<file path="config.mk">
export PLATFORM = sky130hd
export DESIGN_NAME = arx_model_step_core_flat
export DESIGN_NICKNAME = d
export VERILOG_FILES = /design/src/rtl/core/arx_pkg.sv /design/src/rtl/core/arx_in_if.sv /design/src/rtl/core/arx_out_if.sv /design/src/rtl/core/arx_regs.sv /design/src/rtl/core/arx_hist.sv /design/src/rtl/core/arx_mac.sv /design/src/rtl/core/arx_seq.sv /design/src/rtl/core/arx_model_step_core.sv /design/src/flat_wrapper.sv
export SDC_FILE = /design/constraint.sdc
export NUM_CORES = 2
export LEC_CHECK = 0
export BUFFER_PORTS_ARGS = -buffer_cell sky130_fd_sc_hd__buf_2
export CAP_MARGIN = 20
export CORE_AREA = 4 4 280 489
export CTS_BUF_LIST = sky130_fd_sc_hd__clkbuf_16
export DETAILED_ROUTE_END_ITERATION = 12
export DIE_AREA = 0 0 284 493
export GPL_TIMING_DRIVEN = 0
export HOLD_SLACK_MARGIN = 0.03
export MAX_ROUTING_LAYER = met4
export SLEW_MARGIN = 20
export SYNTH_ARGS = -nofsm -noshare
export SYNTH_HDL_FRONTEND = slang
export SYNTH_SLANG_ARGS = --single-unit
</file>
<file path="constraint.sdc">
create_clock -name clk -period 23.1 [get_ports clk]
set_input_delay 4.62 -clock clk [delete_from_list [all_inputs] [get_ports clk]]
set_output_delay 4.62 -clock clk [all_outputs]
set_load 0.01 [all_outputs]
</file>
<file path="src/rtl/core/arx_pkg.sv">
`default_nettype none
package arx_pkg;

  localparam int SAMPLE_W = 24;
  localparam int COEF_W   = 18;
  localparam int DELAY_W  = 4;
  localparam int FRAC     = 14;
  localparam int PROD_W   = SAMPLE_W + COEF_W;

  localparam int FEEDBACK_TAPS_DEF = 3;
  localparam int INPUT_TAPS_DEF    = 3;
  localparam int MAX_DELAY_DEF     = 8;

  typedef logic signed [SAMPLE_W-1:0] sample_t;
  typedef logic signed [COEF_W-1:0]   coef_t;
  typedef logic [DELAY_W-1:0]         delay_t;

  typedef struct packed {
    sample_t control_value;
    sample_t noise_sample;
  } in_item_t;

  typedef struct packed {
    sample_t output_value;
    logic    saturated;
  } out_item_t;

  typedef enum logic [1:0] {
    ST_IDLE,
    ST_ISSUE,
    ST_DRAIN
  } state_t;

  // sequencer strobes to the datapath
  typedef struct packed {
    logic start;
    logic issue;
    logic finish;
  } ctl_t;

endpackage
`default_nettype wire

</file>
<file path="src/rtl/core/arx_in_if.sv">
`default_nettype none
interface arx_in_if;
  logic             valid;
  logic             ready;
  arx_pkg::in_item_t payload;

  modport source (output valid, output payload, input ready);
  modport sink   (input valid, input payload, output ready);
endinterface
`default_nettype wire

</file>
<file path="src/rtl/core/arx_out_if.sv">
`default_nettype none
interface arx_out_if;
  logic              valid;
  logic              ready;
  arx_pkg::out_item_t payload;

  modport source (output valid, output payload, input ready);
  modport sink   (input valid, input payload, output ready);
endinterface
`default_nettype wire

</file>
<file path="src/rtl/core/arx_regs.sv">
`default_nettype none
module arx_regs #(
  parameter int FEEDBACK_TAPS = arx_pkg::FEEDBACK_TAPS_DEF,
  parameter int INPUT_TAPS    = arx_pkg::INPUT_TAPS_DEF,
  parameter int PAW           = 5
) (
  input  wire logic             clk,
  input  wire logic             rst_n,
  input  wire logic             psel,
  input  wire logic             penable,
  input  wire logic             pwrite,
  input  wire logic [PAW-1:0]   paddr,
  input  wire logic [31:0]      pwdata,
  output logic      [31:0]      prdata,
  output logic                  pready,
  output arx_pkg::coef_t        fb_coef [FEEDBACK_TAPS],
  output arx_pkg::coef_t        in_coef [INPUT_TAPS],
  output arx_pkg::delay_t       delay
);

  localparam int IW  = PAW - 2;
  localparam int FBW = (FEEDBACK_TAPS > 1) ? $clog2(FEEDBACK_TAPS) : 1;
  localparam int IIW = (INPUT_TAPS > 1) ? $clog2(INPUT_TAPS) : 1;

  arx_pkg::coef_t  fb_coef_r [FEEDBACK_TAPS];
  arx_pkg::coef_t  in_coef_r [INPUT_TAPS];
  arx_pkg::delay_t delay_r;

  logic [IW-1:0]  idx;
  logic [IW-1:0]  in_off;
  logic [FBW-1:0] fb_sel;
  logic [IIW-1:0] in_sel;
  logic           wr;

  assign idx    = paddr[PAW-1:2];
  assign in_off = IW'(idx - IW'(FEEDBACK_TAPS));
  assign fb_sel = idx[FBW-1:0];
  assign in_sel = in_off[IIW-1:0];
  assign wr     = psel & penable & pwrite;
  assign pready = 1'b1;

  always_ff @(posedge clk) begin
    if (!rst_n) begin
      for (int i = 0; i < FEEDBACK_TAPS; i++) fb_coef_r[i] <= '0;
      for (int i = 0; i < INPUT_TAPS; i++) in_coef_r[i] <= '0;
      delay_r <= '0;
    end else if (wr) begin
      if (int'(idx) < FEEDBACK_TAPS) begin
        fb_coef_r[fb_sel] <= pwdata[arx_pkg::COEF_W-1:0];
      end else if (int'(idx) < FEEDBACK_TAPS + INPUT_TAPS) begin
        in_coef_r[in_sel] <= pwdata[arx_pkg::COEF_W-1:0];
      end else if (int'(idx) == FEEDBACK_TAPS + INPUT_TAPS) begin
        delay_r <= pwdata[arx_pkg::DELAY_W-1:0];
      end
    end
  end

  always_comb begin
    prdata = '0;
    if (int'(idx) < FEEDBACK_TAPS) begin
      prdata = 32'(fb_coef_r[fb_sel]);
    end else if (int'(idx) < FEEDBACK_TAPS + INPUT_TAPS) begin
      prdata = 32'(in_coef_r[in_sel]);
    end else if (int'(idx) == FEEDBACK_TAPS + INPUT_TAPS) begin
      prdata = 32'(delay_r);
    end
  end

  assign fb_coef = fb_coef_r;
  assign in_coef = in_coef_r;
  assign delay   = delay_r;

endmodule
`default_nettype wire

</file>
<file path="src/rtl/core/arx_hist.sv">
`default_nettype none
module arx_hist #(
  parameter int DEPTH = arx_pkg::MAX_DELAY_DEF + arx_pkg::INPUT_TAPS_DEF,
  parameter int AW    = 4
) (
  input  wire logic              clk,
  input  wire logic              rst_n,
  input  wire logic              wr_en,
  input  wire arx_pkg::sample_t  wr_data,
  input  wire logic              rd_en,
  input  wire logic [AW-1:0]     rd_off,
  output arx_pkg::sample_t       rd_data
);

  arx_pkg::sample_t mem [DEPTH];
  logic [DEPTH-1:0] vld_r;
  logic [AW-1:0]    wp_r;
  logic [AW-1:0]    wp_nxt;
  logic [AW-1:0]    rd_addr;
  arx_pkg::sample_t q_r;
  logic             qv_r;

  // circular line: wp_r holds the newest sample, lag k sits k slots behind
  assign wp_nxt  = (wp_r == AW'(DEPTH - 1)) ? '0 : wp_r + 1'b1;
  assign rd_addr = (wp_r >= rd_off) ? wp_r - rd_off : wp_r + AW'(DEPTH) - rd_off;

  always_ff @(posedge clk) begin
    if (!rst_n) begin
      wp_r  <= '0;
      vld_r <= '0;
      qv_r  <= 1'b0;
    end else begin
      if (wr_en) begin
        wp_r          <= wp_nxt;
        vld_r[wp_nxt] <= 1'b1;
      end
      if (rd_en) qv_r <= vld_r[rd_addr];
    end
  end

  always_ff @(posedge clk) begin
    if (wr_en) mem[wp_nxt] <= wr_data;
    if (rd_en) q_r <= mem[rd_addr];
  end

  // entries never written since reset read as zero
  assign rd_data = qv_r ? q_r : '0;

endmodule
`default_nettype wire

</file>
<file path="src/rtl/core/arx_mac.sv">
`default_nettype none
module arx_mac #(
  parameter int NTAPS = arx_pkg::FEEDBACK_TAPS_DEF + arx_pkg::INPUT_TAPS_DEF
) (
  input  wire logic              clk,
  input  wire logic              rst_n,
  input  wire arx_pkg::ctl_t     ctl,
  input  wire arx_pkg::sample_t  noise,
  input  wire arx_pkg::coef_t    coef,
  input  wire logic              neg,
  input  wire logic              fb_sel,
  input  wire arx_pkg::sample_t  fb_sample,
  input  wire arx_pkg::sample_t  hist_sample,
  output logic                   busy,
  output arx_pkg::out_item_t     result
);

  localparam int ACC_W = arx_pkg::PROD_W + $clog2(NTAPS + 1) + 1;
  localparam int SW    = arx_pkg::SAMPLE_W;
  localparam int FR    = arx_pkg::FRAC;

  logic                           v1_r;
  logic                           v2_r;
  arx_pkg::coef_t                 coef_r;
  logic                           neg1_r;
  logic                           fbsel_r;
  arx_pkg::sample_t               fbs_r;
  logic                           neg2_r;
  logic signed [arx_pkg::PROD_W-1:0] prod_r;
  logic signed [arx_pkg::PROD_W-1:0] prod_nxt;
  logic signed [ACC_W-1:0]        acc_r;
  logic signed [ACC_W-1:0]        prod_ext;
  logic signed [ACC_W-1:0]        rnd;
  arx_pkg::sample_t               opnd;
  logic [ACC_W-FR-SW:0]           top;
  logic                           fits;

  always_ff @(posedge clk) begin
    if (!rst_n) begin
      v1_r <= 1'b0;
      v2_r <= 1'b0;
    end else begin
      v1_r <= ctl.issue;
      v2_r <= v1_r;
    end
  end

  // operand stage lines up with the registered history read
  always_ff @(posedge clk) begin
    if (ctl.issue) begin
      coef_r  <= coef;
      neg1_r  <= neg;
      fbsel_r <= fb_sel;
      fbs_r   <= fb_sample;
    end
    if (v1_r) begin
      prod_r <= prod_nxt;
      neg2_r <= neg1_r;
    end
    if (ctl.start) begin
      acc_r <= ACC_W'(noise) <<< FR;
    end else if (v2_r) begin
      acc_r <= neg2_r ? acc_r - prod_ext : acc_r + prod_ext;
    end
  end

  assign opnd     = fbsel_r ? fbs_r : hist_sample;
  assign prod_nxt = opnd * coef_r;
  assign prod_ext = ACC_W'(prod_r);
  assign busy     = v1_r | v2_r;

  // round half up, then clip to 24 bits
  assign rnd  = acc_r + ACC_W'(1 << (FR - 1));
  assign top  = rnd[ACC_W-1:FR+SW-1];
  assign fits = (&top) | ~(|top);

  always_comb begin
    result.saturated = ~fits;
    if (fits) begin
      result.output_value = rnd[FR+SW-1:FR];
    end else if (rnd[ACC_W-1]) begin
      result.output_value = {1'b1, {(SW-1){1'b0}}};
    end else begin
      result.output_value = {1'b0, {(SW-1){1'b1}}};
    end
  end

endmodule
`default_nettype wire

</file>
<file path="src/rtl/core/arx_seq.sv">
`default_nettype none
module arx_seq #(
  parameter int NTAPS = arx_pkg::FEEDBACK_TAPS_DEF + arx_pkg::INPUT_TAPS_DEF,
  parameter int TAP_W = 3
) (
  input  wire logic            clk,
  input  wire logic            rst_n,
  input  wire logic            in_valid,
  input  wire logic            pipe_busy,
  input  wire logic            out_free,
  output logic                 in_ready,
  output arx_pkg::ctl_t        ctl,
  output logic [TAP_W-1:0]     tap
);

  arx_pkg::state_t  state_r;
  arx_pkg::state_t  state_nxt;
  logic [TAP_W-1:0] tap_r;
  logic             last;

  assign last = (tap_r == TAP_W'(NTAPS - 1));

  always_comb begin
    state_nxt = state_r;
    case (state_r)
      arx_pkg::ST_IDLE:  if (in_valid) state_nxt = arx_pkg::ST_ISSUE;
      arx_pkg::ST_ISSUE: if (last) state_nxt = arx_pkg::ST_DRAIN;
      arx_pkg::ST_DRAIN: if (!pipe_busy && out_free) state_nxt = arx_pkg::ST_IDLE;
      default:           state_nxt = arx_pkg::ST_IDLE;
    endcase
  end

  always_comb begin
    in_ready   = 1'b0;
    ctl.start  = 1'b0;
    ctl.issue  = 1'b0;
    ctl.finish = 1'b0;
    case (state_r)
      arx_pkg::ST_IDLE: begin
        in_ready  = 1'b1;
        ctl.start = in_valid;
      end
      arx_pkg::ST_ISSUE: ctl.issue = 1'b1;
      arx_pkg::ST_DRAIN: ctl.finish = !pipe_busy && out_free;
      default: ;
    endcase
  end

  always_ff @(posedge clk) begin
    if (!rst_n) begin
      state_r <= arx_pkg::ST_IDLE;
      tap_r   <= '0;
    end else begin
      state_r <= state_nxt;
      if (ctl.start) begin
        tap_r <= '0;
      end else if (ctl.issue && !last) begin
        tap_r <= tap_r + 1'b1;
      end
    end
  end

  assign tap = tap_r;

endmodule
`default_nettype wire

</file>
<file path="src/rtl/core/arx_model_step_core.sv">
`default_nettype none
// ARX model step. Each accepted input transfer shifts control_value into the control
// history and evaluates one output sample through a single shared 24x18 multiplier
// and accumulator, one tap per cycle: input taps first (controls at input_delay+i,
// input_delay capped at MAX_DELAY), then feedback taps (past outputs, subtracted),
// with noise_sample preloaded into the accumulator. The sum is rounded half up from
// the Q4.14 coefficient scale to the sample scale and clipped to 24 bits; saturated
// flags a clip. An item goes from acceptance to the result register through the
// per-tap issue, the two-stage multiply pipeline and the write-back; in_ch.ready is
// low meanwhile and returns the cycle after the write-back, so a new item is not
// taken before the last one is written back. The write-back waits while the output
// register still holds an untaken result. A new item is taken while the previous
// result still waits in the output register. Both histories read as zero after
// reset; there is no clearing pass. Coefficients and input_delay are written over
// the APB port, register i at byte address 4*i.
module arx_model_step_core #(
  parameter int FEEDBACK_TAPS = arx_pkg::FEEDBACK_TAPS_DEF,
  parameter int INPUT_TAPS    = arx_pkg::INPUT_TAPS_DEF,
  parameter int MAX_DELAY     = arx_pkg::MAX_DELAY_DEF,
  localparam int PAW          = $clog2(4 * (FEEDBACK_TAPS + INPUT_TAPS + 1))
) (
  input  wire logic             clk,
  input  wire logic             rst_n,
  arx_in_if.sink                in_ch,
  arx_out_if.source             out_ch,
  input  wire logic             psel,
  input  wire logic             penable,
  input  wire logic             pwrite,
  input  wire logic [PAW-1:0]   paddr,
  input  wire logic [31:0]      pwdata,
  output logic      [31:0]      prdata,
  output logic                  pready
);

  localparam int NTAPS = FEEDBACK_TAPS + INPUT_TAPS;
  localparam int DEPTH = MAX_DELAY + INPUT_TAPS;
  localparam int HAW   = (DEPTH > 1) ? $clog2(DEPTH) : 1;
  localparam int TAP_W = $clog2(NTAPS);
  localparam int FBW   = (FEEDBACK_TAPS > 1) ? $clog2(FEEDBACK_TAPS) : 1;
  localparam int IIW   = (INPUT_TAPS > 1) ? $clog2(INPUT_TAPS) : 1;

  arx_pkg::coef_t     fb_coef [FEEDBACK_TAPS];
  arx_pkg::coef_t     in_coef [INPUT_TAPS];
  arx_pkg::delay_t    delay;
  arx_pkg::ctl_t      ctl;
  logic [TAP_W-1:0]   tap;
  logic [TAP_W-1:0]   fb_tap;
  logic [FBW-1:0]     fb_idx;
  logic [IIW-1:0]     in_idx;
  logic               tap_in;
  logic [HAW-1:0]     d_eff;
  logic [HAW-1:0]     rd_off;
  arx_pkg::coef_t     coef;
  arx_pkg::sample_t   hist_sample;
  arx_pkg::sample_t   oh_r [FEEDBACK_TAPS];
  arx_pkg::out_item_t result;
  arx_pkg::out_item_t out_item_r;
  logic               out_vld_r;
  logic               out_free;
  logic               pipe_busy;
  logic               accept;

  arx_regs #(
    .FEEDBACK_TAPS (FEEDBACK_TAPS),
    .INPUT_TAPS    (INPUT_TAPS),
    .PAW           (PAW)
  ) u_regs (
    .clk, .rst_n, .psel, .penable, .pwrite, .paddr, .pwdata, .prdata, .pready,
    .fb_coef, .in_coef, .delay
  );

  arx_seq #(
    .NTAPS (NTAPS),
    .TAP_W (TAP_W)
  ) u_seq (
    .clk, .rst_n,
    .in_valid  (in_ch.valid),
    .pipe_busy,
    .out_free,
    .in_ready  (in_ch.ready),
    .ctl,
    .tap
  );

  assign accept = in_ch.valid & in_ch.ready;

  // tap order: input taps, then feedback taps
  assign tap_in = (int'(tap) < INPUT_TAPS);
  assign in_idx = tap[IIW-1:0];
  assign fb_tap = TAP_W'(tap - TAP_W'(INPUT_TAPS));
  assign fb_idx = fb_tap[FBW-1:0];
  assign coef   = tap_in ? in_coef[in_idx] : fb_coef[fb_idx];

  assign d_eff  = (int'(delay) > MAX_DELAY) ? HAW'(MAX_DELAY) : HAW'(delay);
  assign rd_off = d_eff + HAW'(tap);

  arx_hist #(
    .DEPTH (DEPTH),
    .AW    (HAW)
  ) u_hist (
    .clk, .rst_n,
    .wr_en   (accept),
    .wr_data (in_ch.payload.control_value),
    .rd_en   (ctl.issue & tap_in),
    .rd_off,
    .rd_data (hist_sample)
  );

  arx_mac #(
    .NTAPS (NTAPS)
  ) u_mac (
    .clk, .rst_n, .ctl,
    .noise       (in_ch.payload.noise_sample),
    .coef,
    .neg         (!tap_in),
    .fb_sel      (!tap_in),
    .fb_sample   (oh_r[fb_idx]),
    .hist_sample,
    .busy        (pipe_busy),
    .result
  );

  always_ff @(posedge clk) begin
    if (!rst_n) begin
      for (int i = 0; i < FEEDBACK_TAPS; i++) oh_r[i] <= '0;
    end else if (ctl.finish) begin
      for (int i = FEEDBACK_TAPS - 1; i > 0; i--) oh_r[i] <= oh_r[i-1];
      oh_r[0] <= result.output_value;
    end
  end

  assign out_free = !out_vld_r || out_ch.ready;

  always_ff @(posedge clk) begin
    if (!rst_n) begin
      out_vld_r <= 1'b0;
    end else if (ctl.finish) begin
      out_vld_r <= 1'b1;
    end else if (out_ch.ready) begin
      out_vld_r <= 1'b0;
    end
  end

  always_ff @(posedge clk) begin
    if (ctl.finish) out_item_r <= result;
  end

  assign out_ch.valid   = out_vld_r;
  assign out_ch.payload = out_item_r;

  a_accept_issues: assert property (@(posedge clk) disable iff (!rst_n)
    accept |=> ctl.issue)
    else $error("accepted transfer did not start tap issue");

  a_ready_idle_pipe: assert property (@(posedge clk) disable iff (!rst_n)
    in_ch.ready |-> !pipe_busy)
    else $error("input ready while multiply pipeline busy");

  a_finish_slot: assert property (@(posedge clk) disable iff (!rst_n)
    ctl.finish |-> (!out_vld_r || out_ch.ready))
    else $error("result written over a pending transfer");

  a_phase_excl: assert property (@(posedge clk) disable iff (!rst_n)
    $onehot0({in_ch.ready, ctl.issue, ctl.finish}))
    else $error("sequencer phases overlap");

endmodule
`default_nettype wire

</file>
<file path="src/flat_wrapper.sv">
// flat-port wrapper written by rule: the top's interface ports become plain ports
module arx_model_step_core_flat 
#(
  parameter int FEEDBACK_TAPS = arx_pkg::FEEDBACK_TAPS_DEF,
  parameter int INPUT_TAPS    = arx_pkg::INPUT_TAPS_DEF,
  parameter int MAX_DELAY     = arx_pkg::MAX_DELAY_DEF,
  localparam int PAW          = $clog2(4 * (FEEDBACK_TAPS + INPUT_TAPS + 1))
)
  (clk, rst_n, psel, penable, pwrite, paddr, pwdata, prdata, pready, in_ch_valid, in_ch_payload, in_ch_ready, out_ch_valid, out_ch_payload, out_ch_ready);
  arx_in_if in_ch_i ();
  arx_out_if out_ch_i ();
  input  wire logic clk;
  input  wire logic rst_n;
  input  wire logic psel;
  input  wire logic penable;
  input  wire logic pwrite;
  input  wire logic [PAW-1:0] paddr;
  input  wire logic [31:0] pwdata;
  output logic      [31:0] prdata;
  output logic pready;
  input wire logic [$bits(in_ch_i.valid)-1:0] in_ch_valid;
  input wire logic [$bits(in_ch_i.payload)-1:0] in_ch_payload;
  output wire logic [$bits(in_ch_i.ready)-1:0] in_ch_ready;
  output wire logic [$bits(out_ch_i.valid)-1:0] out_ch_valid;
  output wire logic [$bits(out_ch_i.payload)-1:0] out_ch_payload;
  input wire logic [$bits(out_ch_i.ready)-1:0] out_ch_ready;
  assign in_ch_i.valid = in_ch_valid;
  assign in_ch_i.payload = in_ch_payload;
  assign in_ch_ready = in_ch_i.ready;
  assign out_ch_valid = out_ch_i.valid;
  assign out_ch_payload = out_ch_i.payload;
  assign out_ch_i.ready = out_ch_ready;
  arx_model_step_core #(.FEEDBACK_TAPS(FEEDBACK_TAPS), .INPUT_TAPS(INPUT_TAPS), .MAX_DELAY(MAX_DELAY)) u_core (.clk(clk), .rst_n(rst_n), .in_ch(in_ch_i), .out_ch(out_ch_i), .psel(psel), .penable(penable), .pwrite(pwrite), .paddr(paddr), .pwdata(pwdata), .prdata(prdata), .pready(pready));
endmodule
</file>
=== After elaboration in Yosys (flattened, before gate mapping) ===
Memories as Yosys holds them, arrays and structs flattened. A register that Yosys moved wholly into a read port is not among the register bits.
Cells that the tools add are included.

* Register bits: 269
* Bits in writable memories: 336
* Bits of input ports: 92
* Output and inout bits: 60
* Logic and storage cells: 153
* Memories kept: 2

{| class="wikitable"
|+ Memories
! name !! depth !! width !! read ports !! clocked after memory_dff !! write ports !! line !! RTL
|-
| u_core.u_hist.mem || 11 || 24 || 1 || 1 || 1 || arx_hist.sv:15 || <nowiki>arx_pkg::sample_t mem [DEPTH];</nowiki>
|-
| u_core.oh_r || 3 || 24 || 3 || 1 || 3 || arx_model_step_core.sv:55 || <nowiki>arx_pkg::sample_t oh_r [FEEDBACK_TAPS];</nowiki>
|}

* $add $sub $neg: 11
* Multiply operators: 1
* Order comparisons: 14
* Equal/unequal tests: 8
* Mux-type cells: 55
* Bitwise logic cells: 19
* Reduce and logical (&&, ||, !) cells: 20

{| class="wikitable"
|+ Operators by type and width
! cell !! count
|-
| 2-to-1 mux 18 bit || 11
|-
| 2-to-1 mux 24 bit || 7
|-
| binary-select mux 18 bit (select 2 bit) || 4
|-
| 2-to-1 mux 46 bit || 3
|-
| bitwise mux 54 bit || 2
|-
| demux 18 bit (select 2 bit) || 2
|-
| 2-to-1 mux 32 bit || 2
|-
| adder 46 x 15 -> 46 bit (second input constant) || 1
|-
| adder 46 x 42 -> 46 bit || 1
|-
| subtractor 46 x 42 -> 46 bit || 1
|-
| multiplier 24 x 18 -> 42 bit || 1
|-
| 2-to-1 mux 4 bit || 4
|-
| 2-to-1 mux 1 bit || 14
|-
| greater-or-equal comparator 3 bit (second input constant) || 4
|-
| inverter 2 -> 3 bit || 4
|-
| bitwise OR 11 bit || 1
|-
| less-than comparator 4 x 5 -> 1 bit (second input constant) || 2
|-
| AND reduction 9 bit || 1
|-
| OR reduction 9 bit || 1
|-
| subtractor 4 bit || 2
|-
| less-than comparator 3 x 1 -> 1 bit (second input constant) || 2
|-
| less-than comparator 3 x 2 -> 1 bit (second input constant) || 2
|-
| 2-to-1 mux 2 bit || 3
|-
| inequality test 2 bit (second input constant) || 3
|-
| 29 further kinds || 50
|}

=== Logic depth before layout (Yosys ltp) ===
* Depth after elaboration: 8
* Mapped depth: 30

=== Hierarchy ===
A second synthesis with hierarchy kept.

* Cells, all modules: 4725
* Area total of the unflattened synthesis: 49227.2 um^2

{| class="wikitable"
|+ Modules (own cells, without submodules)
! module !! instances !! cells each !! area an instance (um^2)
|-
| arx_mac || 1 || 2658 || 24453.5
|-
| arx_hist || 1 || 1055 || 13772.0
|-
| arx_model_step_core || 1 || 439 || 5442.7
|-
| arx_regs || 1 || 542 || 5273.8
|-
| arx_seq || 1 || 31 || 285.3
|}

=== Worst setup path after synthesis ===
No wires, ideal clock.

* Path kind: input port to output port
* From: input port paddr[2]
* To: output port prdata[18]
* Data arrival time: 7.459 ns
* Setup slack: 11.021 ns
* Cell stages on the path: 11
* Buffers on the path: 4
* Cell sequence: clkbuf_1 > inv_1 > clkbuf_1 > ha_1 > clkbuf_1 > nor2_1 > a21oi_1 > a21oi_1 > a21oi_1 > o22ai_1 > buf_4

* Cells in the longest elaborated chain, start to end: 7
* Elaborated cells between the ends (all ways): 13
* Those cells by class: add/sub: 1; order compare: 2; mux: 8; bitwise: 2

{| class="wikitable"
|+ Ends and longest elaborated chain
! item !! line !! RTL
|-
| start: declaration || flat_wrapper.sv:17 || <nowiki>input wire logic [PAW-1:0] paddr;</nowiki>
|-
| subtractor 2 bit || arx_regs.sv:36 || <nowiki>assign in_off = IW'(idx - IW'(FEEDBACK_TAPS));</nowiki>
|-
| inverter 2 -> 3 bit (not written as such) || arx_regs.sv:63 || <nowiki>prdata = 32'(in_coef_r[in_sel]);</nowiki>
|-
| binary-select mux 18 bit (select 2 bit) || arx_regs.sv:63 ||
|-
| 2-to-1 mux 18 bit (not written as such) (2 in a row) || arx_regs.sv:63 ||
|-
| 2-to-1 mux 32 bit || arx_regs.sv:62 || <nowiki>end else if (int'(idx) < FEEDBACK_TAPS + INPUT_TAPS) begin</nowiki>
|-
| 2-to-1 mux 32 bit * || arx_regs.sv:60 || <nowiki>if (int'(idx) < FEEDBACK_TAPS) begin</nowiki>
|-
| end: declaration || flat_wrapper.sv:19 || <nowiki>output logic [31:0] prdata;</nowiki>
|}

Mark *: on every way between the ends. The rest lies on a longest branch, timed or not. The select of a mux whose other input is x is not followed.

=== Final worst setup path ===
* From: input port paddr[2]
* To: output port prdata[14]

Same word-level chain as after synthesis.

==> run_results.csv <==
group,metric,value,unit
cts,cts_resized,0,
global_route,grt.overflow.total,0,
worst_setup_path,arrival,8.61,ns
timing,setup_viol,0,
pwr,power_switching,2.56,mW
timing,timing.fmax,75.6,MHz
yosys,synth_top_area_share,32.6,%
die,rows,177,
yosys,yosys_warnings,0,
timing,tightest_slew,1.07,ns
place,io_buffer_count,134,
die,dieArea,140000,um2
worst_setup_path,worstPathRequired,18.48,ns
cts,cts_buffer_depth,3,
pwr,pwr_density_cell,113,nW/um2
worst_setup_path,path_max_fanout,11,
pwr,p_comb_share,56.4,%
global_route,antenna_found_initial,3,
global_route,grt_pass1_vias,34900,
cts,clock-sinks,653,
drt,ant_nets,0,
yosys,netlist_top_cells_area,"edfxtp_1, fa_1, dfxtp_1, nand2_1, ha_1",
yosys,syn_inst,4365,
layout,fillers,12900,
timing,fin_worst_skew,0.0493,ns
global_route,grt_pass1_wl,213,mm
yosys,syn_area_per_cell,10.6,um2
die,die_w,284,um
timing,hold_viol,0,
worst_setup_path,worstPathCellList,"buf_2, clkbuf_1, inv_1, clkbuf_1, ha_1, clkbuf_1, nor2_1, clkbuf_1, a21oi_1, a21oi_1, a21oi_1, o22ai_1, buf_2",
yosys,synth_common_cells,"nand2_1, inv_1, edfxtp_1, fa_1, nor2_1",
yosys,synth_cell_type_count,75,
yosys,synth_ff_type,"edfxtp_1",
worst_setup_path,cp_slowest_cell,"nor2_1",
yosys,synth-seq-area-share,39.1,%
pwr,switching_share,43.7,%
global_route,grt_max_degree,57,
place,dp.final_hpwl,116,mm
yosys,synth_enable_flop_cells,503,
layout,fin_nets,5286,
cts,cts_root_buffer,"clkbuf_16",
pwr,power_frac_seq,26.4,%
global_route,grt_use_total,20.7,%
cts,cts_tree,"built",
drt,via_count,32900,
worst_hold_path,hold_class,"flip-flop to flip-flop",
layout,final_util,38.9,%
timing,hold_ws,0.468,ns
drt,vias_per_cell,5.18,
worst_setup_path,critPathKind,"input port to primary output",
cts,htree_levels,2,
drt,wire_per_inst,22.6,um
die,io_pins,152,
worst_setup_path,crit_family,"buffers and inverters",
die,start_util,34.9,%
die,dieHeight,493,um
pwr,p_total,5.85,mW
place,globalplace.congestion,0.996,
yosys,synth_seq_cells,653,
cts,hold_buffers,0,
layout,stdcell_area,51600,um2
cts,cts.clk_slew.worst_paths,0.07,ns
worst_setup_path,worstSetupStartpointType,"input port",
layout,area_growth,11.4,%
yosys,synth_top_area_cell,"edfxtp_1",
drt,firstDrtPassIters,5,
yosys,synth_area,46300,um2
worst_setup_path,timing.critical_path.mode_cell,"clkbuf_1",
drt,drtIter0Drc,2165,
pwr,intPower,3.29,mW
pwr,leakagePower,20.8,nW
yosys,syn_nets,5057,
cts,postCtsSetupBuffers,0,
timing,finalSetupTns,0,ns
run_status,outcome,"finished, final reports clean",
timing,max-slew-margin-rel,26.4,%
pwr,pwr-share-clk,17.2,%
job,maxCapViolations,0,
place,place_area,49600,um2
worst_setup_path,critPathBufInv,7,
pwr,peakVddDrop,125,uV
yosys,yosysMostFrequentCell,"nand2_1",
timing,slew_violations,0,
timing,post-route-period-util,57.3,%
layout,drive_gt1_share,8.91,%
timing,min_period,13.23,ns
cts,cts_buffers,60,
worst_setup_path,end_kind,"primary output",
worst_setup_path,cpPeakStageDelay,0.68,ns
timing,rsz0062_at_grt,"false",
drt,drc,0,
drt,routed_wl,143,mm
die,coreArea,133000,um2
yosys,synthArstFlopShare,0,%
cts,clk-insertion-delay-late,0.67,ns
[state kept, by name, summed over array words and instances, names as in the netlist, 11 cells and up]
name and flops:
u_core.u_regs.fb_coef 54, u_core.u_mac.prod_r 42, u_core.u_mac.fbs_r 24, u_core.u_hist.q_r 24
u_core.oh_r 72, u_core.out_ch.payload 25, u_core.u_hist.mem 264, u_core.u_mac.coef_r 18
u_core.u_hist.vld_r 11, u_core.u_mac.acc_r 46, u_core.u_regs.in_coef 54
[stage by stage]
stage	std cells	worst slack [ns]
global route	6347	9.61
detailed placement	6232	9.69
CTS	6345	9.65
floorplan	4365	11.02
finish	6348	9.87
global placement	6199	9.75
[cells in the final DEF, fill, tap and decap left out, types with 9 or more instances in the layout]
master / netlist / routed
clkinv_1: 0 / 9
xor2_1: 38 / 38
dfxtp_1: 150 / 149
nand4_1: 18 / 18
a21boi_0: 109 / 109
clkbuf_1: 191 / 190
and2_1: 171 / 171
a21oi_1: 204 / 204
a221oi_1: 21 / 21
a22oi_1: 15 / 15
inv_1: 530 / 538
buf_2: 7 / 150
o21a_1: 21 / 21
clkinv_2: 0 / 14
mux4_2: 50 / 50
edfxtp_1: 503 / 503
nor3_1: 24 / 21
mux2_2: 37 / 37
xnor2_1: 119 / 119
a21o_1: 52 / 52
and3_1: 64 / 64
buf_4: 15 / 24
nand2_1: 618 / 618
a22o_1: 26 / 26
clkbuf_16: 0 / 61
nor2b_1: 25 / 25
mux2i_1: 127 / 127
o21ai_1: 44 / 44
nand2b_1: 33 / 31
ha_1: 170 / 170
buf_1: 22 / 22
a211oi_1: 16 / 16
o22ai_1: 37 / 36
fa_1: 430 / 430
nor2_1: 219 / 213
nand3_1: 30 / 30
o21ai_0: 115 / 115
a31oi_1: 19 / 19
o21bai_1: 12 / 12
[power by group through the flow]
stage / Sequential [mW] / Combinational (mW) / Clock (mW)
after global placement: 1.57 / 3.30 / 0
after CTS: 1.54 / 3.35 / 1.03
after detailed placement: 1.57 / 3.34 / 0
after global routing: 1.55 / 3.64 / 1.07
after floorplan: 1.53 / 2.27 / 0
final: 1.55 / 3.30 / 1.01
[cells by family after synthesis]
group                    after synthesis  share of synthesized area (%)
adder cells (fa/ha/maj)              600                           23.2
other                                  1                        0.00810
buffers and inverters                767                           6.36
AO/OA/AOI/OAI                        729                           9.97
AND/OR/NAND/NOR                     1242                           12.3
multiplexers                         216                           6.15
XOR/XNOR                             157                           2.97
flip-flops                           653                           39.1
[area by class of cell]
| class | instances | area [um2] | share of cell area [%] |
|---|---|---|---|
| buffer | 235 | 948 | 1.84 |
| inverter | 532 | 2000 | 3.87 |
| antenna | 3 | 7.51 | 0.0145 |
| timing repair buffer | 167 | 1090 | 2.11 |
| sequential | 653 | 18100 | 35.1 |
| tap | 1700 | 2130 | 4.12 |
| multi-input combinational | 2945 | 25400 | 49.1 |
| clock buffer | 61 | 1530 | 2.96 |
| clock inverter | 52 | 445 | 0.863 |
[per-layer routing]
metal,part of all wire [%],GRT usage (%)
met1,33,19.3
met2,55,39.1
met3,3.5,2.17
met4,8.7,14.7
met5,0,-
[worst paths after layout]
check | from | endpoint | slack [ns] | depth (start not counted)
worst max register to register | u_core.u_mac.fbsel_r | u_core.u_mac.prod_r[41] | 13.06 | 29
worst min-delay path | u_core.u_hist.vld_r[0] | u_core.u_hist.vld_r[0] | 0.47 | 1
worst max-delay path | paddr[2] | prdata[14] | 9.87 | 13
worst min register to register | u_core.u_hist.vld_r[0] | u_core.u_hist.vld_r[0] | 0.47 | 1
Power figures use the tool's default switching activity.
